===== src/rtl/hex_grid_pixel_hit_test_unit_defines.svh =====
// ----------------------------------------------------------------------------
// Hex grid pixel hit test: assertion macros
// Shared concurrent assertion forms used by the hit test RTL.
// ----------------------------------------------------------------------------
`ifndef HEX_GRID_PIXEL_HIT_TEST_UNIT_DEFINES_SVH
`define HEX_GRID_PIXEL_HIT_TEST_UNIT_DEFINES_SVH

// Antecedent implies consequent in the same cycle.
`define HGH_ASSERT_IMPL(label, clk, rst_n, ante, cons) \
  label: assert property (@(posedge clk) disable iff (!rst_n) (ante) |-> (cons)) \
    else $error("hex grid hit test: same-cycle check failed");

// Antecedent implies consequent in the following cycle.
`define HGH_ASSERT_NEXT(label, clk, rst_n, ante, cons) \
  label: assert property (@(posedge clk) disable iff (!rst_n) (ante) |=> (cons)) \
    else $error("hex grid hit test: next-cycle check failed");

`endif


===== src/rtl/hgh_pkg.sv =====
// ----------------------------------------------------------------------------
// Hex grid hit test package
// Shared widths, register indexes and controller/datapath interface types.
// ----------------------------------------------------------------------------
`timescale 1ns / 1ps

package hgh_pkg;

  // Default grid size.
  localparam int DEF_COLUMNS = 15;
  localparam int DEF_ROWS    = 11;

  // Band index of row pair zero, doubled for the half-pixel coordinate frame.
  localparam int BAND_TOP    = 5;
  localparam int BAND_TOP2   = 2 * BAND_TOP;

  // Field widths.
  localparam int COORD_W = 13;
  localparam int ORIG_W  = 13;
  localparam int STEP_W  = 10;
  localparam int IDX_W   = 6;
  localparam int CFG_IDX_W  = 3;
  localparam int CFG_DATA_W = 13;

  // Doubled positions and differences; covers a 64 by 64 grid.
  localparam int POS_W = 20;
  localparam int SQ_W  = 2 * POS_W;
  localparam int SUM_W = SQ_W + 1;
  localparam int LIM_W = 2 * (STEP_W + 1);

  // Register indexes.
  localparam logic [CFG_IDX_W-1:0] CFG_ORIGIN_X2 = 3'd0;
  localparam logic [CFG_IDX_W-1:0] CFG_ORIGIN_Y2 = 3'd1;
  localparam logic [CFG_IDX_W-1:0] CFG_COL_STEP  = 3'd2;
  localparam logic [CFG_IDX_W-1:0] CFG_BAND_STEP = 3'd3;
  localparam logic [CFG_IDX_W-1:0] CFG_EVEN_SX   = 3'd4;
  localparam logic [CFG_IDX_W-1:0] CFG_EVEN_SY   = 3'd5;
  localparam logic [CFG_IDX_W-1:0] CFG_RADIUS    = 3'd6;

  // Commands from the controller to the datapath.
  typedef struct packed {
    logic             load;     // capture a new point and rewind the scan
    logic             issue;    // send the current cell into the pipeline
    logic             wrap;     // current cell is the last row of its column
    logic             capture;  // record the cell that just tested inside
    logic [IDX_W-1:0] col;
    logic [IDX_W-1:0] row;
  } hgh_cmd_t;

  // Status from the datapath to the controller.
  typedef struct packed {
    logic neg;   // captured point has a negative coordinate
    logic hit;   // the cell at the end of the pipeline contains the point
    logic busy;  // cells are still in flight
  } hgh_sts_t;

endpackage


===== src/rtl/hgh_dp.sv =====
// ----------------------------------------------------------------------------
// Hex grid hit test datapath
// Configuration registers, centre accumulators, and a two-stage
// difference/square pipeline with a squared-radius compare.
// ----------------------------------------------------------------------------
`timescale 1ns / 1ps

module hgh_dp
  import hgh_pkg::*;
(
  input  logic                         clk_i,
  input  logic                         rst_ni,
  input  logic                         cfg_we_i,
  input  logic [CFG_IDX_W-1:0]         cfg_idx_i,
  input  logic [CFG_DATA_W-1:0]        cfg_wdata_i,
  input  logic signed [COORD_W-1:0]    px_i,
  input  logic signed [COORD_W-1:0]    py_i,
  input  hgh_cmd_t                     cmd_i,
  output hgh_sts_t                     sts_o,
  output logic                         hit_o,
  output logic [IDX_W-1:0]             cell_column_o,
  output logic [IDX_W-1:0]             cell_row_o
);

  logic [ORIG_W-1:0]        ox2_q, oy2_q;
  logic [STEP_W-1:0]        cs_q, bs_q, rad_q;
  logic signed [STEP_W-1:0] esx_q, esy_q;
  logic [LIM_W-1:0]         lim_q;

  logic [COORD_W-2:0]       px_q, py_q;
  logic                     neg_q;
  logic signed [POS_W-1:0]  colx_q, band_q;

  logic                     va_q, vb_q;
  logic signed [POS_W-1:0]  dx_q, dy_q;
  logic [IDX_W-1:0]         col_a_q, row_a_q, col_b_q, row_b_q;
  logic [SQ_W-1:0]          sqx_q, sqy_q;

  logic                     res_hit_q;
  logic [IDX_W-1:0]         res_col_q, res_row_q;

  logic signed [POS_W-1:0]  x2, y2, esx2, esy2, cs2, bs2, band_top, cx2, cy2;
  logic signed [SQ_W-1:0]   sqx_d, sqy_d;
  logic [SUM_W-1:0]         sum;
  logic                     even_row;
  logic [STEP_W:0]          rad2;

  assign x2       = POS_W'({px_q, 1'b0});
  assign y2       = POS_W'({py_q, 1'b0});
  assign esx2     = POS_W'(esx_q) <<< 1;
  assign esy2     = POS_W'(esy_q) <<< 1;
  assign cs2      = POS_W'({cs_q, 1'b0});
  assign bs2      = POS_W'({bs_q, 1'b0});
  assign band_top = POS_W'(oy2_q) + POS_W'(bs_q) * POS_W'(BAND_TOP2);
  assign even_row = ~cmd_i.row[0];
  assign cx2      = colx_q + (even_row ? esx2 : '0);
  assign cy2      = band_q + (even_row ? esy2 : '0);
  assign sqx_d    = dx_q * dx_q;
  assign sqy_d    = dy_q * dy_q;
  assign sum      = SUM_W'(sqx_q) + SUM_W'(sqy_q);
  assign rad2     = {rad_q, 1'b0};

  // Configuration registers.
  always_ff @(posedge clk_i or negedge rst_ni) begin
    if (!rst_ni) begin
      ox2_q <= '0;
      oy2_q <= '0;
      cs_q  <= '0;
      bs_q  <= '0;
      esx_q <= '0;
      esy_q <= '0;
      rad_q <= '0;
    end else if (cfg_we_i) begin
      case (cfg_idx_i)
        CFG_ORIGIN_X2: ox2_q <= cfg_wdata_i[ORIG_W-1:0];
        CFG_ORIGIN_Y2: oy2_q <= cfg_wdata_i[ORIG_W-1:0];
        CFG_COL_STEP:  cs_q  <= cfg_wdata_i[STEP_W-1:0];
        CFG_BAND_STEP: bs_q  <= cfg_wdata_i[STEP_W-1:0];
        CFG_EVEN_SX:   esx_q <= cfg_wdata_i[STEP_W-1:0];
        CFG_EVEN_SY:   esy_q <= cfg_wdata_i[STEP_W-1:0];
        CFG_RADIUS:    rad_q <= cfg_wdata_i[STEP_W-1:0];
        default: ;
      endcase
    end
  end

  // Pipeline valid flags.
  always_ff @(posedge clk_i or negedge rst_ni) begin
    if (!rst_ni) begin
      va_q <= 1'b0;
      vb_q <= 1'b0;
    end else if (cmd_i.load) begin
      va_q <= 1'b0;
      vb_q <= 1'b0;
    end else begin
      va_q <= cmd_i.issue;
      vb_q <= va_q;
    end
  end

  // Point, accumulators, pipeline payload and result.
  always_ff @(posedge clk_i) begin
    // The squared limit follows the radius register; it is only read well after a load.
    lim_q   <= LIM_W'(rad2) * LIM_W'(rad2);
    dx_q    <= x2 - cx2;
    dy_q    <= y2 - cy2;
    col_a_q <= cmd_i.col;
    row_a_q <= cmd_i.row;
    sqx_q   <= SQ_W'(sqx_d);
    sqy_q   <= SQ_W'(sqy_d);
    col_b_q <= col_a_q;
    row_b_q <= row_a_q;
    if (cmd_i.load) begin
      px_q      <= px_i[COORD_W-2:0];
      py_q      <= py_i[COORD_W-2:0];
      neg_q     <= px_i[COORD_W-1] | py_i[COORD_W-1];
      colx_q    <= POS_W'(ox2_q);
      band_q    <= band_top;
      res_hit_q <= 1'b0;
      res_col_q <= '0;
      res_row_q <= '0;
    end else begin
      if (cmd_i.issue) begin
        if (cmd_i.wrap) begin
          colx_q <= colx_q + cs2;
          band_q <= band_top;
        end else if (cmd_i.row[0]) begin
          // Moving from an odd row to the next even row drops one band.
          band_q <= band_q - bs2;
        end
      end
      if (cmd_i.capture) begin
        res_hit_q <= 1'b1;
        res_col_q <= col_b_q;
        res_row_q <= row_b_q;
      end
    end
  end

  assign sts_o.neg  = neg_q;
  assign sts_o.hit  = vb_q && (sum <= SUM_W'(lim_q));
  assign sts_o.busy = va_q | vb_q;

  assign hit_o         = res_hit_q;
  assign cell_column_o = res_col_q;
  assign cell_row_o    = res_row_q;

endmodule


===== src/rtl/hgh_ctrl.sv =====
// ----------------------------------------------------------------------------
// Hex grid hit test controller
// One-hot state machine and cell counters that sequence the grid scan.
// ----------------------------------------------------------------------------
`timescale 1ns / 1ps

module hgh_ctrl
  import hgh_pkg::*;
#(
  parameter int COLUMNS = DEF_COLUMNS,
  parameter int ROWS    = DEF_ROWS
) (
  input  logic     clk_i,
  input  logic     rst_ni,
  input  logic     in_valid_i,
  output logic     in_stall_o,
  output logic     out_valid_o,
  input  logic     out_stall_i,
  input  hgh_sts_t sts_i,
  output hgh_cmd_t cmd_o
);

  typedef enum logic [3:0] {
    ST_IDLE  = 4'b0001,
    ST_SCAN  = 4'b0010,
    ST_DRAIN = 4'b0100,
    ST_DONE  = 4'b1000
  } state_e;

  state_e           state_q, state_d;
  logic [IDX_W-1:0] col_q, col_d, row_q, row_d;
  logic             last_row, last_cell, issue, capture;

  assign last_row  = (row_q == IDX_W'(ROWS - 1));
  assign last_cell = last_row && (col_q == IDX_W'(COLUMNS - 1));

  always_comb begin
    state_d = state_q;
    col_d   = col_q;
    row_d   = row_q;
    issue   = 1'b0;
    capture = 1'b0;
    case (state_q)
      ST_IDLE: begin
        if (in_valid_i) begin
          state_d = ST_SCAN;
          col_d   = '0;
          row_d   = '0;
        end
      end
      ST_SCAN: begin
        if (sts_i.neg) begin
          state_d = ST_DONE;
        end else if (sts_i.hit) begin
          capture = 1'b1;
          state_d = ST_DONE;
        end else begin
          issue = 1'b1;
          if (last_cell) begin
            state_d = ST_DRAIN;
          end else if (last_row) begin
            row_d = '0;
            col_d = col_q + 1'b1;
          end else begin
            row_d = row_q + 1'b1;
          end
        end
      end
      ST_DRAIN: begin
        if (sts_i.hit) begin
          capture = 1'b1;
          state_d = ST_DONE;
        end else if (!sts_i.busy) begin
          state_d = ST_DONE;
        end
      end
      ST_DONE: begin
        if (!out_stall_i) begin
          state_d = ST_IDLE;
        end
      end
      default: begin
        state_d = ST_IDLE;
      end
    endcase
  end

  always_ff @(posedge clk_i or negedge rst_ni) begin
    if (!rst_ni) begin
      state_q <= ST_IDLE;
      col_q   <= '0;
      row_q   <= '0;
    end else begin
      state_q <= state_d;
      col_q   <= col_d;
      row_q   <= row_d;
    end
  end

  assign in_stall_o  = (state_q != ST_IDLE);
  assign out_valid_o = (state_q == ST_DONE);

  assign cmd_o.load    = (state_q == ST_IDLE) && in_valid_i;
  assign cmd_o.issue   = issue;
  assign cmd_o.wrap    = last_row;
  assign cmd_o.capture = capture;
  assign cmd_o.col     = col_q;
  assign cmd_o.row     = row_q;

endmodule


===== src/rtl/hex_grid_pixel_hit_test_unit.sv =====
// ----------------------------------------------------------------------------
// Hex grid pixel hit test unit
// Finds the first cell of a staggered hexagon grid whose centre lies within
// the hit radius of a pointer position.
// ----------------------------------------------------------------------------
// Usage. A pointer position (px_i, py_i) arrives as one beat on the input
// channel (in_valid_i / in_stall_o) and produces exactly one result beat on
// the output channel (out_valid_o / out_stall_i) carrying hit_o, the column
// and the row of the first matching cell, or zeros on a miss.
// The grid is set up through the write port (cfg_we_i, cfg_idx_i,
// cfg_wdata_i); the user must do this only while the unit is idle, which
// the block itself does not enforce. Writes to index seven are dropped.
// Cells are scanned column by column, rows inner, one cell per cycle through
// a two-stage difference and square pipeline. The scan stops at the first
// cell found inside; a point with a negative coordinate issues no cells and
// reports a miss. One point is handled at a time: in_stall_o is high from
// acceptance until the result beat is taken. While the receiver stalls the
// result is held steady in its registers. Reset clears the configuration
// to zero and returns the unit to idle.
// ----------------------------------------------------------------------------
`timescale 1ns / 1ps

module hex_grid_pixel_hit_test_unit
  import hgh_pkg::*;
#(
  parameter int COLUMNS = DEF_COLUMNS,
  parameter int ROWS    = DEF_ROWS
) (
  input  logic                      clk_i,
  input  logic                      rst_ni,
  // Configuration write port.
  input  logic                      cfg_we_i,
  input  logic [CFG_IDX_W-1:0]      cfg_idx_i,
  input  logic [CFG_DATA_W-1:0]     cfg_wdata_i,
  // Input channel.
  input  logic                      in_valid_i,
  output logic                      in_stall_o,
  input  logic signed [COORD_W-1:0] px_i,
  input  logic signed [COORD_W-1:0] py_i,
  // Output channel.
  output logic                      out_valid_o,
  input  logic                      out_stall_i,
  output logic                      hit_o,
  output logic [IDX_W-1:0]          cell_column_o,
  output logic [IDX_W-1:0]          cell_row_o
);

`include "hex_grid_pixel_hit_test_unit_defines.svh"

  hgh_cmd_t cmd;
  hgh_sts_t sts;

  // The controller owns the scan order and the handshakes.
  hgh_ctrl #(
    .COLUMNS (COLUMNS),
    .ROWS    (ROWS)
  ) u_ctrl (
    .clk_i       (clk_i),
    .rst_ni      (rst_ni),
    .in_valid_i  (in_valid_i),
    .in_stall_o  (in_stall_o),
    .out_valid_o (out_valid_o),
    .out_stall_i (out_stall_i),
    .sts_i       (sts),
    .cmd_o       (cmd)
  );

  // The datapath walks the cell centres and tests each against the point.
  hgh_dp u_dp (
    .clk_i         (clk_i),
    .rst_ni        (rst_ni),
    .cfg_we_i      (cfg_we_i),
    .cfg_idx_i     (cfg_idx_i),
    .cfg_wdata_i   (cfg_wdata_i),
    .px_i          (px_i),
    .py_i          (py_i),
    .cmd_i         (cmd),
    .sts_o         (sts),
    .hit_o         (hit_o),
    .cell_column_o (cell_column_o),
    .cell_row_o    (cell_row_o)
  );

  // A result is never pending while a new point can be taken.
  `HGH_ASSERT_IMPL(a_one_in_flight, clk_i, rst_ni, !in_stall_o, !out_valid_o)
  // A reported hit names a cell inside the grid.
  `HGH_ASSERT_IMPL(a_hit_in_grid, clk_i, rst_ni, out_valid_o && hit_o, (cell_column_o <= IDX_W'(COLUMNS - 1)) && (cell_row_o <= IDX_W'(ROWS - 1)))
  // A miss reports cell zero.
  `HGH_ASSERT_IMPL(a_miss_zero, clk_i, rst_ni, out_valid_o && !hit_o, (cell_column_o == '0) && (cell_row_o == '0))
  // A taken result beat is never repeated.
  `HGH_ASSERT_NEXT(a_single_beat, clk_i, rst_ni, out_valid_o && !out_stall_i, !out_valid_o)

endmodule

===== config.mk =====
export PLATFORM = sky130hd
export DESIGN_NAME = hex_grid_pixel_hit_test_unit
export DESIGN_NICKNAME = d
export VERILOG_FILES = /design/src/rtl/hgh_pkg.sv /design/src/rtl/hgh_dp.sv /design/src/rtl/hgh_ctrl.sv /design/src/rtl/hex_grid_pixel_hit_test_unit.sv
export VERILOG_INCLUDE_DIRS = /design/src /design/src/rtl
export SDC_FILE = /design/constraint.sdc
export NUM_CORES = 2
export LEC_CHECK = 0
export BUFFER_PORTS_ARGS = -buffer_cell sky130_fd_sc_hd__buf_2
export CAP_MARGIN = 15
export CELL_PAD_IN_SITES_DETAIL_PLACEMENT = 1
export CELL_PAD_IN_SITES_GLOBAL_PLACEMENT = 1
export CORE_MARGIN = 2
export CORE_UTILIZATION = 25
export DETAILED_ROUTE_END_ITERATION = 10
export GPL_ROUTABILITY_DRIVEN = 0
export GPL_TIMING_DRIVEN = 0
export PLACE_DENSITY_LB_ADDON = 0.12
export SYNTH_ARGS = -nofsm -noshare
export SYNTH_HDL_FRONTEND = slang
export SYNTH_SLANG_ARGS = --single-unit

===== constraint.sdc =====
create_clock -name clk_i -period 19 [get_ports clk_i]
set_clock_uncertainty 0.05 [all_clocks]
set_input_delay 2.85 -clock clk_i [delete_from_list [all_inputs] [get_ports clk_i]]
set_output_delay 2.85 -clock clk_i [all_outputs]
set_load 0.02 [all_outputs]

After elaboration in Yosys (flattened, before gate mapping)
Cells that the tools add are included.

word-level totals
  flip-flop bits (word level) = 336
  bits in latches = 0
  ROM bits = 0
  memories kept = 0
  bits in writable memories = 0

operators by class
  bitwise gates (word level) = 2
  reductions and logical operators = 21
  $mul = 4
  shift operators = 0
  add/sub/neg operators = 10
  divide/modulo/power cells = 0
  muxes and demuxes = 36
  magnitude comparators = 1
  eq/ne operators = 21

operator list
  operator                                                               number
  20-bit 2-to-1 mux                                                      6
  20-bit by 20-bit multiplier with 40-bit output                         2
  6-bit 2-to-1 mux                                                       9
  40-bit by 40-bit adder with 41-bit output                              1
  41-bit by 22-bit <= comparator with 1-bit output                       1
  20-bit adder                                                           2
  14-bit by 20-bit subtractor with 20-bit output                         2
  13-bit 2-to-1 mux                                                      3
  4-bit 2-to-1 mux                                                       7
  6-bit one-hot mux with 2 select lines                                  2
  20-bit by 12-bit adder with 20-bit output                              1
  10-bit by 10-bit multiplier with 20-bit output                         1
  2-bit AND reduction                                                    10
  20-bit by 12-bit subtractor with 20-bit output                         1
  4-bit one-hot mux with 4 select lines                                  1
  13-bit by 14-bit adder with 15-bit output                              1
  10-bit by 3-bit multiplier with 13-bit output, second input constant   1
  6-bit by 1-bit adder with 6-bit output, second input constant          2
  6-bit by 4-bit equality test with 1-bit output, second input constant  2
  2-bit inequality test, second input constant                           5
  3-bit equality test, second input constant                             3
  1-bit 2-to-1 mux                                                       7
  3-bit by 2-bit equality test with 1-bit output, second input constant  2
  6-bit AND reduction                                                    1
  other kinds (17)                                                       22

Logic depth before layout (Yosys ltp)
  depth in word-level cells = 8
  mapped depth = 31
  depth with buffers taken out = 30

Hierarchy
A second synthesis with hierarchy kept.

unflattened totals
  cells, all modules = 4723
  area total of the unflattened synthesis = 46408.3 um^2

by module, submodules not included
  module    seq. area each (um^2)  times used  cells each  area an instance (um^2)
  hgh_dp    7317.0                 1           4602        45285.9
  hgh_ctrl  401.6                  1           121         1122.3

Least setup slack after synthesis
OpenSTA, ideal clock, no wires.

  path kind = register to register
  start point = reg u_dp.dx_q[3]
  end point = reg u_dp.sqx_q[39]
  stages on the path, launching flop included = 27
  setup slack = 11.492 ns
  setup time = 0.118 ns
  data arrival time = 7.340 ns
  data required time = 18.832 ns
  path buffers = 2
  cells stage by stage = dfxtp_1 -> clkbuf_1 -> clkbuf_1 -> nand2_1 -> fa_1 -> fa_1 -> inv_1 -> fa_1 -> fa_1 -> inv_1 -> fa_1 -> inv_1 -> fa_1 -> inv_1 -> fa_1 -> inv_1 -> ha_1 -> and4_1 -> o31ai_1 -> a31oi_1 -> o41ai_1 -> o31ai_1 -> a22o_1 -> o41ai_1 -> o311ai_0 -> o31a_1 -> xnor2_1

on the way
  word-level cells in the longest chain between the ends = 1

RTL lines
  item                                            line           source
  start, declared                                 hgh_dp.sv:35   logic signed [POS_W-1:0] dx_q, dy_q;
  start signal, assigned                          hgh_dp.sv:105  dx_q <= x2 - cx2;
  20-bit by 20-bit multiplier with 40-bit output  hgh_dp.sv:58   assign sqx_d = dx_q * dx_q;
  named net u_dp.sqx_d[39]                        hgh_dp.sv:43   logic signed [SQ_W-1:0] sqx_d, sqy_d;
  end signal, assigned                            hgh_dp.sv:109  sqx_q <= SQ_W'(sqx_d);
  end, declared                                   hgh_dp.sv:37   logic [SQ_W-1:0] sqx_q, sqy_q;

The timed path passes the listed nets, and every way through them passes these cells.
A chain may end at the register's enable or synchronous reset.

Worst setup path after layout
  start point = reg u_dp.dx_q[4]
  end point = reg u_dp.sqx_q[39]

Same word-level chain as after synthesis.

==> flow_metrics.env <==
export IMPL_status="finished, final reports clean"
export IMPL_port_buffers=61
export IMPL_rr_startpoint="u_dp.dx_q[4]"
export IMPL_synth_largest_area_cell="fa_1"
export IMPL_yosysSeqAreaShare_pct=16.63
export IMPL_startpoint="u_dp.dx_q[4]"
export IMPL_hold_ws_ns=0.2767
export IMPL_post_cts_resized=0
export IMPL_r2r_end="u_dp.sqx_q[39]"
export IMPL_ys_ff_latch=333
export IMPL_cp_required_ns=19.44
export IMPL_start_kind="flop"
export IMPL_vias_per_cell=4.316
export IMPL_cp_top_family="adder cells"
export IMPL_drt_antenna_violating_nets=0
export IMPL_final_cell_mix="inv_1, fa_1, ha_1, nand2_1, and2_1"
export IMPL_synth_cell_types=80
export IMPL_syn_cell_area_sq_mm=0.04642
export IMPL_cts_htree_levels=2
export IMPL_nets=6225
export IMPL_yosys_top_cells_area="fa_1, ha_1, inv_1"
export IMPL_drc=0
export IMPL_critical_path_class="reg -> reg"
export IMPL_timing_final_crit_share_pct=53.98
export IMPL_clkTransAtPathRegs_ns=0.06
export IMPL_maxCapViolations=0
export IMPL_syn_avg_cell_area_sq_um=9.678
export IMPL_area_delta_synth_final_pct=11.19
export IMPL_clockBufferDepth=3
export IMPL_crit_fanout=10
export IMPL_die_x_um=434.9
export IMPL_rsz0062_at_grt="false"
export IMPL_busiest_layer="met2"
export IMPL_cts_buffers=46
export IMPL_synth_edff_count=58
export IMPL_drt_iter0_drc=1152
export IMPL_grt_met3_usage_pct=1.173
export IMPL_drive_gt1_share_pct=5.576
export IMPL_tightest_slew_ns=1.200
export IMPL_dp_hpwl_mm=122.5
export IMPL_synthesis_nets=6109
export IMPL_tns_ns=0
export IMPL_grt_pass1_wl_mm=225.4
export IMPL_final_common_cell="inv_1"
export IMPL_fill_cells=21409
export IMPL_grt_pass1_vias=36663
export IMPL_ff2ff_setup_slack_ns=8.74
export IMPL_fin_util_pct=27.89
export IMPL_dr_total_vias=32084
export IMPL_ys_warnings_count=0
export IMPL_rows=158
export IMPL_critPathSlowestCell="o41ai_1"
export IMPL_use_met1_pct=21.43
export IMPL_final_hold_violation_count=0
export IMPL_synth_ff_type="dfxtp_1"
export IMPL_cp_depth=26
export IMPL_start_util_pct=25.08
export IMPL_ioPinCount=62
export IMPL_cpPeakStageDelay_ns=0.80
export IMPL_wl_per_cell_um=19.52
export IMPL_path_common_cell="fa_1"
export IMPL_crit_path_end="u_dp.sqx_q[39]"
export IMPL_core_area_sq_mm=0.1850
export IMPL_drv_slew=0
export IMPL_wirelength_mm=145.1
export IMPL_cts_hold_buf=0
export IMPL_drtPass1Iterations=4
export IMPL_grt_start_max_net_pins=59
export IMPL_regArea_sq_mm=0.007719
export IMPL_cts_sink_count=333
export IMPL_clk_latency_ns=0.62
export IMPL_maxSlewHeadroom_pct=19.98
export IMPL_multi_input_area_sq_mm=0.03397
export IMPL_grt_overflow_total=0
export IMPL_worst_r2r_cell_count=26
export IMPL_path_buf_inv=7
export IMPL_antenna_found_initial=10
export IMPL_grt_use_total_pct=15.63
export IMPL_cp_arrival_ns=10.70
export IMPL_post_cts_setup_buffers=0
export IMPL_setup_worst_path_end_class="flop"
export IMPL_finalSetupViolCount=0
export IMPL_cts_tree="done"
export IMPL_ys_async_sr_fraction_pct=28.23
export IMPL_cts_root_buf="clkbuf_16"
export IMPL_grtUsageMet2_pct=27.33
export IMPL_clock_fmax_ghz=0.09751
export IMPL_period_minus_slack_ns=10.26
export IMPL_synth_top_cell_area_share_pct=36.10
export IMPL_die_area_sq_mm=0.1891
export IMPL_chipHeight_um=434.9
export IMPL_syn_inst=4796
export IMPL_min_path_type="reg -> reg"
[logic make-up (layout without fill, tap and decap cells)]
kind of cell	count (synthesis)	after routing	share of synthesized area, %
and+or+nand+nor	1033	1033	10.93
DFF	333	333	16.63
adders and majority gates	1266	1266	47.66
xor gates and xnor gates	222	222	4.189
buffers and inverters	1256	1410	10.19
AOI/OAI and AO/OA	588	588	8.068
other	0	4	0
muxes	98	98	2.326
[flip-flops by register name, summed over array words and instances, names as in the netlist, 10 cells and up]
| signal | count |
|---|---|
| u_dp.bs_q | 10 |
| u_dp.oy2_q | 13 |
| u_dp.cs_q | 10 |
| u_dp.px_q | 12 |
| u_dp.ox2_q | 13 |
| u_dp.rad_q | 10 |
| u_dp.esy_q | 10 |
| u_dp.lim_q | 19 |
| u_dp.dy_q | 20 |
| u_dp.esx_q | 10 |
| u_dp.colx_q | 20 |
| u_dp.dx_q | 20 |
| u_dp.sqx_q | 39 |
| u_dp.band_q | 20 |
| u_dp.py_q | 12 |
| u_dp.sqy_q | 39 |
[area by class of cell]
| type | count | area share [%] |
|---|---|---|
| multi-input cells | 3207 | 65.82 |
| flip-flops and latches | 333 | 14.96 |
| inverters | 1121 | 8.153 |
| well taps | 2480 | 6.012 |
| clock buffers | 65 | 2.601 |
| plain buffers | 135 | 1.016 |
| repair buffers | 68 | 0.8121 |
| clock inverters | 21 | 0.6109 |
| diodes | 4 | 0.01939 |
[metal layers]
| metal | share of wire [%] | routed length (um) | vias to the layer above |
|---|---|---|---|
| li1 | - | - | 15118 |
| met1 | 47 | 68720 | 16603 |
| met2 | 49 | 71590 | 270 |
| met3 | 1.9 | 2790 | 93 |
| met4 | 1.4 | 2003 | 0 |
| met5 | 0 | 0 | - |
[cells in the mapped netlist, drive strengths merged, types with 5 or more instances]
cell	instances
a2111oi	5
a211oi	20
a21boi	17
a21o	69
a21oi	186
a221oi	5
a31o	10
a31oi	9
a41oi	6
and2	186
and3	22
buf	10
clkbuf	125
dfrtp	93
dfxtp	181
edfxtp	58
fa	837
ha	429
inv	1120
mux2	79
mux2i	19
nand2	375
nand2b	33
nand3	53
nand4	22
nand4b	6
nor2	162
nor2b	66
nor3	48
nor4	14
o2111ai	6
o211ai	7
o21a	22
o21ai	132
o21bai	31
o31ai	24
o41ai	12
or2	13
or3	12
or4	5
xnor2	177
xor2	45
[worst min-delay path by stage]
stage | startpoint | endpoint | slack (ns) | cells past startpoint
6_report | u_dp.row_a_q[4] | u_dp.row_b_q[4] | 0.28 | 0
5_1_grt | u_dp.col_a_q[2] | u_dp.col_b_q[2] | 0.29 | 0
4_1_cts | u_dp.col_a_q[2] | u_dp.col_b_q[2] | 0.28 | 0
3_5_place_dp | u_dp.row_a_q[3] | u_dp.row_b_q[3] | 0.26 | 0
3_3_place_gp | u_dp.row_a_q[4] | u_dp.row_b_q[4] | 0.26 | 0
2_1_floorplan | u_dp.col_a_q[0] | u_dp.col_b_q[0] | 0.26 | 0
[through the flow]
step / worst slack (ns) / instance area [sq um] / instances
floorplan: 11.49 / 46420 / 4796
global placement: 8.658 / 49820 / 7337
detailed placement: 8.729 / 49910 / 7342
CTS: 8.665 / 51570 / 7428
global route: 8.321 / 51600 / 7430
finish: 8.744 / 51610 / 7434
Power is not shown: default switching activity piles up to over one toggle a cycle in this logic, so the estimate is an artifact.
